[src/design/tcgr_pkg.sv]
// Package for the text cell glyph renderer: word types, register indexes,
// geometry constants, state encoding and palette/pixel packing functions.
// No dependencies.
package tcgr_pkg;

   localparam int GLYPH_COUNT  = 95;
   localparam int GLYPH_HEIGHT = 16;
   localparam int GLYPH_WIDTH  = 8;

   localparam int STORE_DEPTH  = GLYPH_COUNT * GLYPH_HEIGHT;
   localparam int SLOT_W       = $clog2(STORE_DEPTH);
   localparam int GLINE_SH     = $clog2(GLYPH_HEIGHT);
   localparam int COORD_W      = 14;
   localparam int COL_W        = $clog2(GLYPH_WIDTH);

   localparam logic [7:0] FIRST_CODE = 8'h20;
   localparam logic [7:0] LAST_CODE  = 8'h7E;
   localparam logic [7:0] SUBST_CODE = 8'h3F;

   localparam logic [5:0] BPP_32 = 6'd32;
   localparam logic [5:0] BPP_24 = 6'd24;
   localparam logic [5:0] BPP_16 = 6'd16;

   localparam logic REQ_LOAD   = 1'b0;
   localparam logic REQ_RENDER = 1'b1;

   typedef enum logic [2:0] {
      CSR_BASE_ADDRESS   = 3'd0,
      CSR_LINE_PITCH     = 3'd1,
      CSR_SCREEN_WIDTH   = 3'd2,
      CSR_SCREEN_HEIGHT  = 3'd3,
      CSR_BITS_PER_PIXEL = 3'd4
   } csr_index_type;

   typedef enum logic [1:0] {
      ST_IDLE,
      ST_LOOKUP,
      ST_PREP,
      ST_PIXEL
   } state_type;

   typedef struct packed {
      logic       req_type;
      logic [9:0] cell_column;
      logic [8:0] cell_line;
      logic [7:0] char_code;
      logic [3:0] fore_index;
      logic [3:0] back_index;
      logic [3:0] glyph_line;
      logic [7:0] font_bits;
   } req_word_type;

   typedef struct packed {
      logic [63:0] byte_address;
      logic [31:0] pixel_data;
      logic [2:0]  byte_count;
      logic        write_valid;
      logic        last_pixel;
   } rsp_word_type;

   typedef struct packed {
      logic [47:0] base_address;
      logic [15:0] line_pitch;
      logic [13:0] screen_width;
      logic [13:0] screen_height;
      logic [5:0]  bits_per_pixel;
   } cfg_type;

   typedef struct packed {
      logic [9:0]         cell_column;
      logic [COORD_W-1:0] pixel_y;
      logic [3:0]         fore_index;
      logic [3:0]         back_index;
   } job_type;

   typedef struct packed {
      logic [31:0] data;
      logic [2:0]  bytes;
   } colour_type;

   // {R, G, B}
   function automatic logic [23:0] vga_rgb(input logic [3:0] idx);
      logic [23:0] rgb;
      unique case (idx)
         4'd0:    rgb = 24'h000000;
         4'd1:    rgb = 24'h0000AA;
         4'd2:    rgb = 24'h00AA00;
         4'd3:    rgb = 24'h00AAAA;
         4'd4:    rgb = 24'hAA0000;
         4'd5:    rgb = 24'hAA00AA;
         4'd6:    rgb = 24'hAA5500;
         4'd7:    rgb = 24'hAAAAAA;
         4'd8:    rgb = 24'h555555;
         4'd9:    rgb = 24'h5555FF;
         4'd10:   rgb = 24'h55FF55;
         4'd11:   rgb = 24'h55FFFF;
         4'd12:   rgb = 24'hFF5555;
         4'd13:   rgb = 24'hFF55FF;
         4'd14:   rgb = 24'hFFFF55;
         default: rgb = 24'hFFFFFF;
      endcase
      return rgb;
   endfunction

   function automatic colour_type pack_colour(input logic [3:0] idx, input logic [5:0] bpp);
      logic [23:0] rgb;
      logic [7:0]  r;
      logic [7:0]  g;
      logic [7:0]  b;
      colour_type  c;
      rgb = vga_rgb(idx);
      r   = rgb[23:16];
      g   = rgb[15:8];
      b   = rgb[7:0];
      if (bpp == BPP_32) begin
         c.data  = {8'hFF, r, g, b};
         c.bytes = 3'd4;
      end else if (bpp == BPP_24) begin
         c.data  = {8'h00, r, g, b};
         c.bytes = 3'd3;
      end else if (bpp == BPP_16) begin
         c.data  = {16'h0000, r[7:3], g[7:2], b[7:3]};
         c.bytes = 3'd2;
      end else begin
         c.data  = 32'h0;
         c.bytes = 3'd0;
      end
      return c;
   endfunction

endpackage

[src/design/tcgr_pixel_gen.sv]
// Pixel sequencer: takes a fetched glyph row and emits eight pixel write
// words, one per cycle, with a running framebuffer address. Depends on tcgr_pkg.
module tcgr_pixel_gen (
   input  logic                   clock,
   input  logic                   reset,
   input  logic                   job_start,
   input  tcgr_pkg::job_type      job,
   input  tcgr_pkg::cfg_type      cfg,
   input  logic [7:0]             font_row,
   output logic                   busy,
   output logic                   rsp_strobe,
   output tcgr_pkg::rsp_word_type rsp_word
);
   import tcgr_pkg::*;

   state_type        state_ff, state_in;
   job_type          job_ff, job_in;
   logic [7:0]       row_ff, row_in;
   logic [29:0]      prod_ff, prod_in;
   logic [48:0]      off_ff, off_in;
   logic [63:0]      addr_ff, addr_in;
   logic [COL_W-1:0] col_ff, col_in;
   rsp_word_type     rsp_ff, rsp_in;
   logic             strobe_ff, strobe_in;

   logic [2:0]         bpb;
   logic [12:0]        x0;
   logic [12:0]        px;
   logic               on;
   colour_type         colour;
   logic               valid;

   assign bpb = cfg.bits_per_pixel[5:3];
   assign x0  = {job_ff.cell_column, {COL_W{1'b0}}};
   assign px  = x0 | {{(13-COL_W){1'b0}}, col_ff};

   always_ff @(posedge clock) begin
      if (reset) begin
         state_ff  <= ST_IDLE;
         strobe_ff <= 1'b0;
      end else begin
         state_ff  <= state_in;
         strobe_ff <= strobe_in;
      end
   end

   always_ff @(posedge clock) begin
      job_ff  <= job_in;
      row_ff  <= row_in;
      prod_ff <= prod_in;
      off_ff  <= off_in;
      addr_ff <= addr_in;
      col_ff  <= col_in;
      rsp_ff  <= rsp_in;
   end

   always_comb begin
      state_in  = state_ff;
      job_in    = job_ff;
      row_in    = row_ff;
      prod_in   = prod_ff;
      off_in    = off_ff;
      addr_in   = addr_ff;
      col_in    = col_ff;
      rsp_in    = rsp_ff;
      strobe_in = 1'b0;

      on     = row_ff[(GLYPH_WIDTH-1) - col_ff];
      colour = pack_colour(on ? job_ff.fore_index : job_ff.back_index, cfg.bits_per_pixel);
      valid  = (colour.bytes != 3'd0)
               && ({1'b0, px} < cfg.screen_width)
               && (job_ff.pixel_y < cfg.screen_height);

      unique case (state_ff)
         ST_IDLE: begin
            col_in = '0;
            if (job_start) begin
               job_in   = job;
               state_in = ST_LOOKUP;
            end
         end
         ST_LOOKUP: begin
            row_in   = font_row;
            prod_in  = {16'h0, job_ff.pixel_y} * {14'h0, cfg.line_pitch};
            off_in   = {1'b0, cfg.base_address} + {33'h0, 16'(x0 * bpb)};
            state_in = ST_PREP;
         end
         ST_PREP: begin
            addr_in  = {15'h0, off_ff} + {34'h0, prod_ff};
            state_in = ST_PIXEL;
         end
         ST_PIXEL: begin
            strobe_in          = 1'b1;
            rsp_in.last_pixel  = (col_ff == COL_W'(GLYPH_WIDTH-1));
            rsp_in.write_valid = valid;
            rsp_in.byte_address = valid ? addr_ff : 64'h0;
            rsp_in.pixel_data   = valid ? colour.data : 32'h0;
            rsp_in.byte_count   = valid ? colour.bytes : 3'd0;
            addr_in = addr_ff + {61'h0, bpb};
            col_in  = col_ff + 1'b1;
            if (col_ff == COL_W'(GLYPH_WIDTH-1)) begin
               state_in = ST_IDLE;
            end
         end
         default: state_in = ST_IDLE;
      endcase
   end

   assign busy       = (state_ff != ST_IDLE);
   assign rsp_strobe = strobe_ff;
   assign rsp_word   = rsp_ff;

endmodule

[config.mk]
export PLATFORM = sky130hd
export DESIGN_NAME = tcgr_pixel_gen
export DESIGN_NICKNAME = d
export VERILOG_FILES = /design/src/design/tcgr_pkg.sv /design/src/design/tcgr_pixel_gen.sv
export SDC_FILE = /design/constraint.sdc
export NUM_CORES = 1
export LEC_CHECK = 0
export ABC_AREA = 1
export BUFFER_PORTS_ARGS = -buffer_cell sky130_fd_sc_hd__buf_2
export CAP_MARGIN = 0
export CORE_AREA = 2 2 299 301
export DETAILED_ROUTE_END_ITERATION = 6
export DIE_AREA = 0 0 301 303
export SETUP_SLACK_MARGIN = 0.05
export SYNTH_ARGS = -nofsm -noshare
export SYNTH_HDL_FRONTEND = slang
export SYNTH_SLANG_ARGS = --single-unit
[constraint.sdc]
create_clock -name clock -period 7.3 [get_ports clock]
set_input_delay 1.095 -clock clock [delete_from_list [all_inputs] [get_ports clock]]
set_output_delay 1.095 -clock clock [all_outputs]
set_load 0.1 [all_outputs]
# After elaboration in Yosys (flattened, before gate mapping)

Memory sizes are Yosys's and may differ from the RTL's.
Cells that the tools add are included.

Muxes and demuxes: 12
Add/sub/neg operators: 5
Order comparisons: 3
Eq/ne operators: 9
Multiply operators: 2
Bitwise gates (word level): 1
Reductions and logical operators: 9

Operator list:

| kind                                                        | count |
|---|---|
| case mux 64 bit (2 select lines)                            | 1 |
| adder 64 x 3 -> 64 bit                                      | 1 |
| adder 49 x 30 -> 50 bit                                     | 1 |
| adder 48 x 16 -> 49 bit                                     | 1 |
| two-way mux 35 bit                                          | 1 |
| less-than comparator 32 x 4 -> 1 bit, second input constant | 1 |
| multiplier 14 x 16 -> 30 bit                                | 1 |
| two-way mux 27 bit                                          | 1 |
| two-way mux 19 bit                                          | 1 |
| less-than comparator 13 x 14 -> 1 bit                       | 1 |
| less-than comparator 14 bit                                 | 1 |
| multiplier 10 x 3 -> 13 bit                                 | 1 |
| bitwise OR 13 x 3 -> 13 bit                                 | 1 |
| == test 6 x 5 -> 1 bit, second input constant               | 2 |
| case mux 2 bit (4 select lines)                             | 1 |
| == test 6 bit, second input constant                        | 1 |
| case mux 3 bit (2 select lines)                             | 1 |
| nonzero test 2 bit                                          | 3 |
| == test 2 bit, second input constant                        | 2 |
| two-way mux 2 bit                                           | 2 |
| two-way mux 4 bit                                           | 1 |
| != test 2 bit, second input constant                        | 2 |
| AND reduction 2 bit                                         | 2 |
| subtractor 3 x 3 -> 4 bit, first input constant             | 1 |
| 8 further kinds                                             | 10 |

ROM bits: 384
Bits in registers: 290
Word-level logic and storage cells: 58
Input port bits: 141
Memories: 1

Memory list:

| name            | depth | width | rd ports | clocked after Yosys merged registers in | write ports | RTL line       | source |
|---|---|---|---|---|---|---|---|
| (no name shown) | 16    | 24    | 1        | 0                                       | 0           | tcgr_pkg.sv:84 | `unique case (idx)` |

# Longest topological paths before layout

Gate-level depths: netlist of run 1.
An unclocked memory read counts as a cell.

Word-level depth: 11
Mapped depth: 27
Depth with buffers taken out: 25

# Least setup slack after synthesis of run 1

No wires, ideal clock.

Path kind: input port to flip-flop
Start: input port cfg[34] (netlist name)
End: register prod_ff[26], data pin
Arrival: 5.838 ns
Slack: 1.201 ns
Stages on the path: 18
Cells stage by stage: clkbuf_1 -> nand2_1 -> fa_1 -> fa_1 -> inv_1 -> fa_1 -> fa_1 -> fa_1 -> inv_1 -> fa_1 -> inv_1 -> ha_1 -> a21oi_1 -> a21boi_0 -> o21ai_0 -> nand2_1 -> nand3_1 -> xor2_1

Word-level cells in the longest chain between the ends: 1

RTL lines:

| element                      | RTL line             | source |
|---|---|---|
| start, declared              | tcgr_pixel_gen.sv:8  | `input tcgr_pkg::cfg_type cfg,` |
| multiplier 14 x 16 -> 30 bit | tcgr_pixel_gen.sv:84 | `prod_in = {16'h0, job_ff.pixel_y} * {14'h0, cfg.line_pitch};` |
| end signal, assigned         | tcgr_pixel_gen.sv:50 | `prod_ff <= prod_in;` |
| end, declared                | tcgr_pixel_gen.sv:19 | `logic [29:0] prod_ff, prod_in;` |

Every way passes these cells.
A chain may end at the register's enable or synchronous reset.

# Worst setup path in the final report of run 1

Start: register job_ff[21] (netlist name)
End: register prod_ff[18], data pin

Word-level cells in the longest chain between the ends: 1

RTL lines:

| element                      | RTL line             | source |
|---|---|---|
| start, declared              | tcgr_pixel_gen.sv:17 | `job_type job_ff, job_in;` |
| start signal, assigned       | tcgr_pixel_gen.sv:48 | `job_ff <= job_in;` |
| multiplier 14 x 16 -> 30 bit | tcgr_pixel_gen.sv:84 |  |

Every way passes these cells.

==> results by stage, run 1 <==
Hold path:
- The worst hold path belongs to the class register to register.

Synth:
- By area the synthesized netlist is led by sky130_fd_sc_hd__edfxtp_1, sky130_fd_sc_hd__nand2_1, sky130_fd_sc_hd__fa_1, sky130_fd_sc_hd__inv_1, sky130_fd_sc_hd__ha_1.
- The main combinational cell family by area after synthesis is simple AND/OR/NAND/NOR gates.
- A synthesized cell averages 7.70 um^2.
- The flip-flop and latch count after synthesis is 268.
- The share of the synthesized area in compound gates (AO/OA/AOI/OAI) is 4.99%.
- The synthesized netlist devotes 22.3% of its cell area to adder and majority cells.
- Yosys mapped the design onto 52 distinct sky130hd cell types.
- For this run, the number of Yosys warnings is 0.
- Of the total synthesized cell area, the portion taken by AND, OR, NAND and NOR gates is around a quarter.
- The fraction of the yosys area taken by sequential cells is between 30 and 40%.
- The mapped netlist covers roughly 26,000 um^2.
- For this run, the leading register cell type out of synthesis is sky130_fd_sc_hd__edfxtp_1.
- For this run, asynchronously set or reset flops after synthesis account for 0%.
- Summed over all instances, the cell type with the most area after synthesis is sky130_fd_sc_hd__edfxtp_1.
- After Yosys synthesis, XOR and XNOR cells account for 3.98% of the synthesized area.
- The number of enable flip-flop cells after synthesis is 265.
- Counting every instance in the synthesized netlist gives 3,398.
- In the synthesized netlist, mux cells make up 0.0383% of the area.
- The top cell type by area accounts for 30.4% of the synthesized area.
- The post-synthesis net count is 3,900.

Die:
- The width of the die is between 300 and 400 um.
- The die area is 91,200 um^2.
- The placeable core area is 88,000 um^2.
- In this run the vertical extent of the chip is 303 um.
- The number of rows in the core area is 109.
- For this configuration, the core starts out at a cell density of 29.7%.
- 244 I/O pins were placed.

Setup path:
- The data arrival time of the critical path is 6.32 ns.
- The gate family responsible for the most delay along the worst path is adder cells.
- The slowest stage cell on the critical path is sky130_fd_sc_hd__edfxtp_1.
- The most frequent cell on the critical path is sky130_fd_sc_hd__fa_1.
- The critical path class is register to register.
- Of all nets on the critical path, the largest fanout is 17.
- The worst setup path is captured at a register.
- The signal on the critical path passes through nand2_1, fa_1, fa_1, inv_1, fa_1, fa_1, fa_1, inv_1, fa_1, inv_1, ha_1, a21oi_1, a21boi_0, o21ai_0, a21oi_1, xnor2_1.
- STA classifies the critical path startpoint as a register.
- The largest single stage delay on the critical path is 0.89 ns.
- The required time of the critical path is between 7 and 8 ns.
- The number of buffer and inverter instances along the worst setup path is 3.

Final layout:
- The most common cell after layout, fill and taps aside is sky130_fd_sc_hd__nand2_1.
- Counting the fill cells in the layout gives approximately 9,400.
- The library cells used most frequently in the layout, excluding fill and tap cells, are sky130_fd_sc_hd__nand2_1, sky130_fd_sc_hd__inv_1, sky130_fd_sc_hd__nor2_1, sky130_fd_sc_hd__edfxtp_1, sky130_fd_sc_hd__buf_2.
- Relative to the synthesized area, the layout overhead comes to 13.6%.
- The number of nets in the final layout is slightly above 4,000.
- In the final layout, the share of cells above drive strength 1 is 10.8%.

Clock tree:
- The insertion delay of the later-clocked pin in the worst-skew pair is between 0.5 and 0.6 ns.
- The root buffer cell chosen for the clock tree is sky130_fd_sc_hd__clkbuf_16.
- The total clock buffers created by CTS is 36.
- No sink is reached through more buffers than the 3 on the longest clock path.
- The count of hold-fix buffers inserted at cts is 0.
- The clock transition time at the flip-flop clock pins of the worst setup and hold paths is 0.06 ns.
- The level count of the clock H-tree is 2.
- Post-CTS repair changed the size of 0 cells.
- The number of buffers inserted to repair setup after CTS is 0.
- The number of clock sinks seen by CTS is 268.
- TritonCTS built the clock tree.

Detailed routing:
- Using the TritonRoute via totals, the vias-per-cell ratio works out to about 4.6.
- The final wirelength is 77,700 um.
- The post-detailed-route count of antenna-violating nets is 0.
- The total vias in the final route is 22,000.
- The first detailed-routing pass ran for 6 iterations.
- Dividing the detail-routed wire length by the instance count gives 16.2 um.
- The DRC violation count after routing is 0.
- For this block, the initial DRC count from the detailed router was 1,436.

Run status:
- The flow ran to the end, and the final reports show no timing, DRC or antenna violations.

Timing:
- Setup repair after global routing left no endpoint under its margin.
- The setup violation total in the final timing report is 0.
- The final hold violation count is 0.
- The worst path needs 6.04 ns of the cycle, external delays included.
- The worst slew margin relative to its limit is between 30% and 40%.
- The final cycle utilization of the critical path is 82.7%.
- The maximum operating frequency is about 170 MHz.
- The transition time at the pin with the least slew margin is between 1 and 1.5 ns.
- The number of max-slew violations in the final report came to 0.
- After routing, the total negative slack on setup checks comes to 0 ns.
- The final worst clock skew is 0.0471 ns.

Placement:
- In this run the tool buffered the top-level ports with between 200 and 250 buffer cells.
- The weighted congestion reported at the end of routability-driven placement is 0.941.
- Detailed placement ended at an HPWL of roughly 64,000 um.

GRT:
- The number of global-route vias before repair is around 22,000.
- Entering global routing, the biggest net connects 78 pins.
- The initial antenna violation count was 17.
- The overflow left after global routing is 0.
- The total routing usage reported by global routing is 17.0%.
- The first global-routing pass estimated 120,000 um of wire.

Job:
- The max-cap check violation count is 0.
[sequential cells by signal (all words and copies together), names as in the netlist, 2 cells and up]
| register | flops |
|---|---|
| addr_ff | 64 |
| col_ff | 3 |
| job_ff | 32 |
| off_ff | 49 |
| prod_ff | 30 |
| row_ff | 8 |
| rsp_word | 79 |
| state_ff | 2 |
[worst paths after layout]
| check | startpoint | to | slack [ns] | cells after the start |
|---|---|---|---|---|
| worst max-delay path | job_ff[21] | prod_ff[18] | 1.26 | 16 |
| worst min-delay path | addr_ff[0] | rsp_word[37] | 0.60 | 2 |
| worst max register to register | job_ff[21] | prod_ff[18] | 1.26 | 16 |
| worst min register to register | addr_ff[0] | rsp_word[37] | 0.60 | 2 |
[kinds of logic after synthesis]
kind of cell / Yosys count
AND/OR/NAND/NOR: 1596
buffers and inverters: 814
adder cells (fa/ha/maj): 361
flip-flops: 268
AO/OA/AOI/OAI: 239
XOR/XNOR: 119
multiplexers: 1
[cells in the mapped netlist (4+ instances only)]
master	count
sky130_fd_sc_hd__nand2_1	954
sky130_fd_sc_hd__inv_1	707
sky130_fd_sc_hd__nor2_1	287
sky130_fd_sc_hd__edfxtp_1	265
sky130_fd_sc_hd__ha_1	184
sky130_fd_sc_hd__fa_1	177
sky130_fd_sc_hd__nand3_1	162
sky130_fd_sc_hd__a21oi_1	118
sky130_fd_sc_hd__xor2_1	100
sky130_fd_sc_hd__o21ai_0	70
sky130_fd_sc_hd__nor3_1	55
sky130_fd_sc_hd__clkbuf_1	54
sky130_fd_sc_hd__nand4_1	54
sky130_fd_sc_hd__buf_4	23
sky130_fd_sc_hd__nor2_2	20
sky130_fd_sc_hd__xnor2_1	19
sky130_fd_sc_hd__nor3_2	16
sky130_fd_sc_hd__inv_2	13
sky130_fd_sc_hd__o21ai_1	13
sky130_fd_sc_hd__nand3b_1	10
sky130_fd_sc_hd__nand2_2	9
sky130_fd_sc_hd__nor4_1	8
sky130_fd_sc_hd__buf_6	7
sky130_fd_sc_hd__o21ai_2	6
sky130_fd_sc_hd__nand3_2	5
sky130_fd_sc_hd__o21bai_1	5
sky130_fd_sc_hd__a21oi_2	4
sky130_fd_sc_hd__clkinv_1	4
sky130_fd_sc_hd__or2_2	4
[layout make-up]
| cell class | count | area, um^2 | share of cell area, % |
|---|---|---|---|
| diodes | 5 | 12.5 | 0.0421 |
| well taps | 1165 | 1460 | 4.91 |
| inverters | 725 | 2720 | 9.17 |
| flip-flops and latches | 268 | 8020 | 27.0 |
| clock buffers | 45 | 945 | 3.18 |
| repair buffers | 250 | 1270 | 4.27 |
| clock inverters | 21 | 322 | 1.08 |
| multi-input cells | 2316 | 15000 | 50.4 |
[per-stage QoR]
stage          setup slack (ns)  std cells  util, %  hold slack, ns  cell area [um^2]
2_1_floorplan              1.20       3398        -           0.521             26200
3_3_place_gp              0.912       4724     32.3           0.579             28400
3_5_place_dp              0.835       4724     32.3           0.586             28400
4_1_cts                    1.25       4790     33.8           0.603             29700
5_1_grt                   0.930       4793     33.8           0.643             29700
6_report                   1.26       4795     33.8           0.599             29700
[worst min-delay path, stage by stage, from the launching register on]
cell                       delay [ns]
sky130_fd_sc_hd__edfxtp_1        0.35
sky130_fd_sc_hd__inv_1           0.04
sky130_fd_sc_hd__nor2_1          0.09
[per-layer routing]
layer	part of all wire (%)	GRT usage, %	up-vias	routed length [um]
li1	-	-	11000	-
met1	42	20.7	10300	32500
met2	49	30.1	570	37900
met3	6.1	2.94	148	4750
met4	3.2	5.88	18	2470
met5	0.15	0	-	117
Power of run 1 is not shown: default switching activity piles up to over one toggle a cycle in this logic, so the estimate is an artifact.
==> inputs of run 2 (changes only) <==
==> constraint.sdc (replaced) <==
create_clock -name clock -period 5.3 [get_ports clock]
set_input_delay 0.795 -clock clock [delete_from_list [all_inputs] [get_ports clock]]
set_output_delay 0.795 -clock clock [all_outputs]
set_load 0.1 [all_outputs]
==> run 2 against run 1 <==
  * Critical path depth increased by 3
  * Register-to-register slack got worse by 1.2 ns
  * Count of clock-buffer cells in the layout decreased by 5
==> results by stage, run 2 (synthesized netlist as in run 1, its figures left out) <==
Setup path:
- The critical path in this run is classified as primary input to register.
- At the worst endpoint, the required time is between 5 and 6 ns.
- The worst register-to-register path has a setup slack of 0.02 ns.
- The type of destination of the critical path is a register.
- The data arrival time of the critical path is 5.60 ns.
- The category of the worst setup path launch point is a primary input.
- Along the worst path, the maximum fanout reaches 11.

Placement:
- The port buffer count is 243.
- Routability-driven placement finished with a final weighted congestion of 0.927.
- Detailed placement ended at an HPWL of between 60,000 and 70,000 um.
- The pre-CTS setup slack is -0.560 ns.
- The placed instances occupy a cell area of 29,600 um^2.

Timing:
- The final hold violation count came to 0.
- The number of max-slew violations in the final report is 0.
- The setup TNS is 0 ns.
- Setup violations remaining at the end of the flow were counted as 0.
- Hold is met by roughly 0.42 ns.
- The maximum operating frequency is around 190 MHz.
- Setup repair after global routing could not meet its margin everywhere.
- The final worst clock skew is around 0.046 ns.
- The worst slew margin relative to its limit is 43.3%.
- At the pin with the least slew margin, the transition time is 0.850 ns.
- The setup slack of the critical path after layout is 0.0249 ns.
- The worst path needs 5.28 ns of the cycle, external delays included.
- The worst path uses 99.5% of the clock period.

Detailed routing:
- The number of vias per cell after detailed routing is 4.53.
- The number of optimization iterations in the first detailed-route pass is 6.
- After the first detailed-routing iteration, the DRC count stood at 1,245.
- The total vias in the final route is 22,200.
- The final routed wire length divided by cell count is roughly 16 um.
- Summed over all layers, the routed wires come to between 70,000 and 80,000 um.
- After detailed routing, the number of remaining DRC violations is 0.
- The post-detailed-route count of antenna-violating nets is 0.

GRT:
- The overflow left after global routing is 0.
- The initial antenna violation count is 17.
- The first global-routing pass estimated 123,000 um of wire.
- The largest net degree at the start of global routing is 73.
- The number of global-route vias before repair is 22,400.
- Across every metal layer, demand over resource in global routing totals 17.5%.

Clock tree:
- The number of hold buffers added after CTS was 0.
- After clock tree synthesis, the clock-pin slew on the worst setup and hold paths is 0.06 ns.
- CTS built an H-tree with a depth of 2.
- In this run the clock root is driven by a sky130_fd_sc_hd__clkbuf_16.
- The clock passes through at most 3 buffers.
- The insertion delay of the later-clocked pin in the worst-skew pair is around 0.58 ns.
- The number of clock sinks seen by CTS is 268.
- The total clock buffers created by CTS is 35.
- The TritonCTS clock tree is yes.

Final layout:
- The library cell used most frequently in the layout, excluding fill and tap cells, is sky130_fd_sc_hd__nand2_1.
- After routing the design area is approximately 31,000 um^2.
- In the layout the commonest cells are sky130_fd_sc_hd__nand2_1, sky130_fd_sc_hd__inv_1, sky130_fd_sc_hd__nor2_1, sky130_fd_sc_hd__edfxtp_1, sky130_fd_sc_hd__buf_2.
- The register with the most flip-flops in the layout has 79 of them.
- Compared with the post-synthesis result, the final layout area differs by 19.6%.
- The number of nets in the final layout is 4,215.
- The proportion of layout cells with a drive suffix above 1 is 16.2%.

Die:
- The initial utilization of the core area, before any placement, comes to 29.7%.
- The placeable core area is 88,000 um^2.
- The die is 301 um wide.
- The height of the chip is 303 um.
- The number of rows in the core area is between 100 and 150.
- The I/O pin total is 244.
- The die area is 91,200 um^2.

Hold path:
- In this run the worst hold path is classified as primary input to register.

Job:
- Across the run, the number of max-cap violations was 0.

Run status:
- The flow ran to the end, and the final reports show no timing, DRC or antenna violations.
## run 2: cell types whose count changed in the layout (fill, tap and decap cells not counted), sizes merged
cell	previous run	this run
clkinvlp	3	1
diode	5	7
inv	723	725
buf	250	367
clkbuf	45	40
## run 2: layer usage
layer	track usage [%]	part of all wire [%]	wire length, um
met5	0	0.13	101
met4	5.76	3.2	2550
met3	3.37	5.5	4360
met2	31.3	49	38800
met1	20.9	42	33200
## run 2: critical path, stage by stage
cell and delay (ns):
sky130_fd_sc_hd__buf_2 0.22, sky130_fd_sc_hd__buf_4 0.16, sky130_fd_sc_hd__buf_4 0.11, sky130_fd_sc_hd__nand2_1 0.07, sky130_fd_sc_hd__fa_1 0.51, sky130_fd_sc_hd__fa_1 0.52
sky130_fd_sc_hd__fa_1 0.51, sky130_fd_sc_hd__fa_1 0.51, sky130_fd_sc_hd__fa_1 0.54, sky130_fd_sc_hd__inv_1 0.04, sky130_fd_sc_hd__ha_1 0.29, sky130_fd_sc_hd__ha_1 0.35
sky130_fd_sc_hd__a21oi_1 0.20, sky130_fd_sc_hd__o21ai_0 0.14, sky130_fd_sc_hd__a21oi_1 0.13, sky130_fd_sc_hd__o21ai_0 0.14, sky130_fd_sc_hd__nor2_1 0.13, sky130_fd_sc_hd__nand2_1 0.07
sky130_fd_sc_hd__xor2_1 0.14
## run 2: what timing repair did
| item | 4_1_cts | 5_1_grt |
|---|---|---|
| setup endpoints to repair | 19 | 21 |
| buffers inserted | 4 | 1 |
| resized for setup | 29 | 58 |
| pin swaps | 14 | 3 |
| cloned | 0 | 0 |
## run 2: cell type report
cell class                 count  area, um^2
antenna                        7        17.5
clock buffer                  40         895
clock inverter                21         328
fill                        9244       56700
inverter                     725        2720
multi-input combinational   2316       15500
sequential                   268        8020
tap                         1165        1460
timing repair buffer         367        2320
## run 2: final timing paths
path              start           to  depth (start not counted)
max reg2reg  job_ff[11]  prod_ff[23]                         24
min reg2reg   off_ff[0]   addr_ff[0]                          3
min              job[5]    job_ff[5]                          1
max             cfg[42]  prod_ff[28]                         19
## run 2: per-stage QoR
stage,util [%],instances
floorplan,-,3398
global placement,33.7,4836
detailed placement,33.7,4836
CTS,35.3,4901
global route,35.5,4906
finish,35.6,4909
Power of run 2 is left out for the same reason.
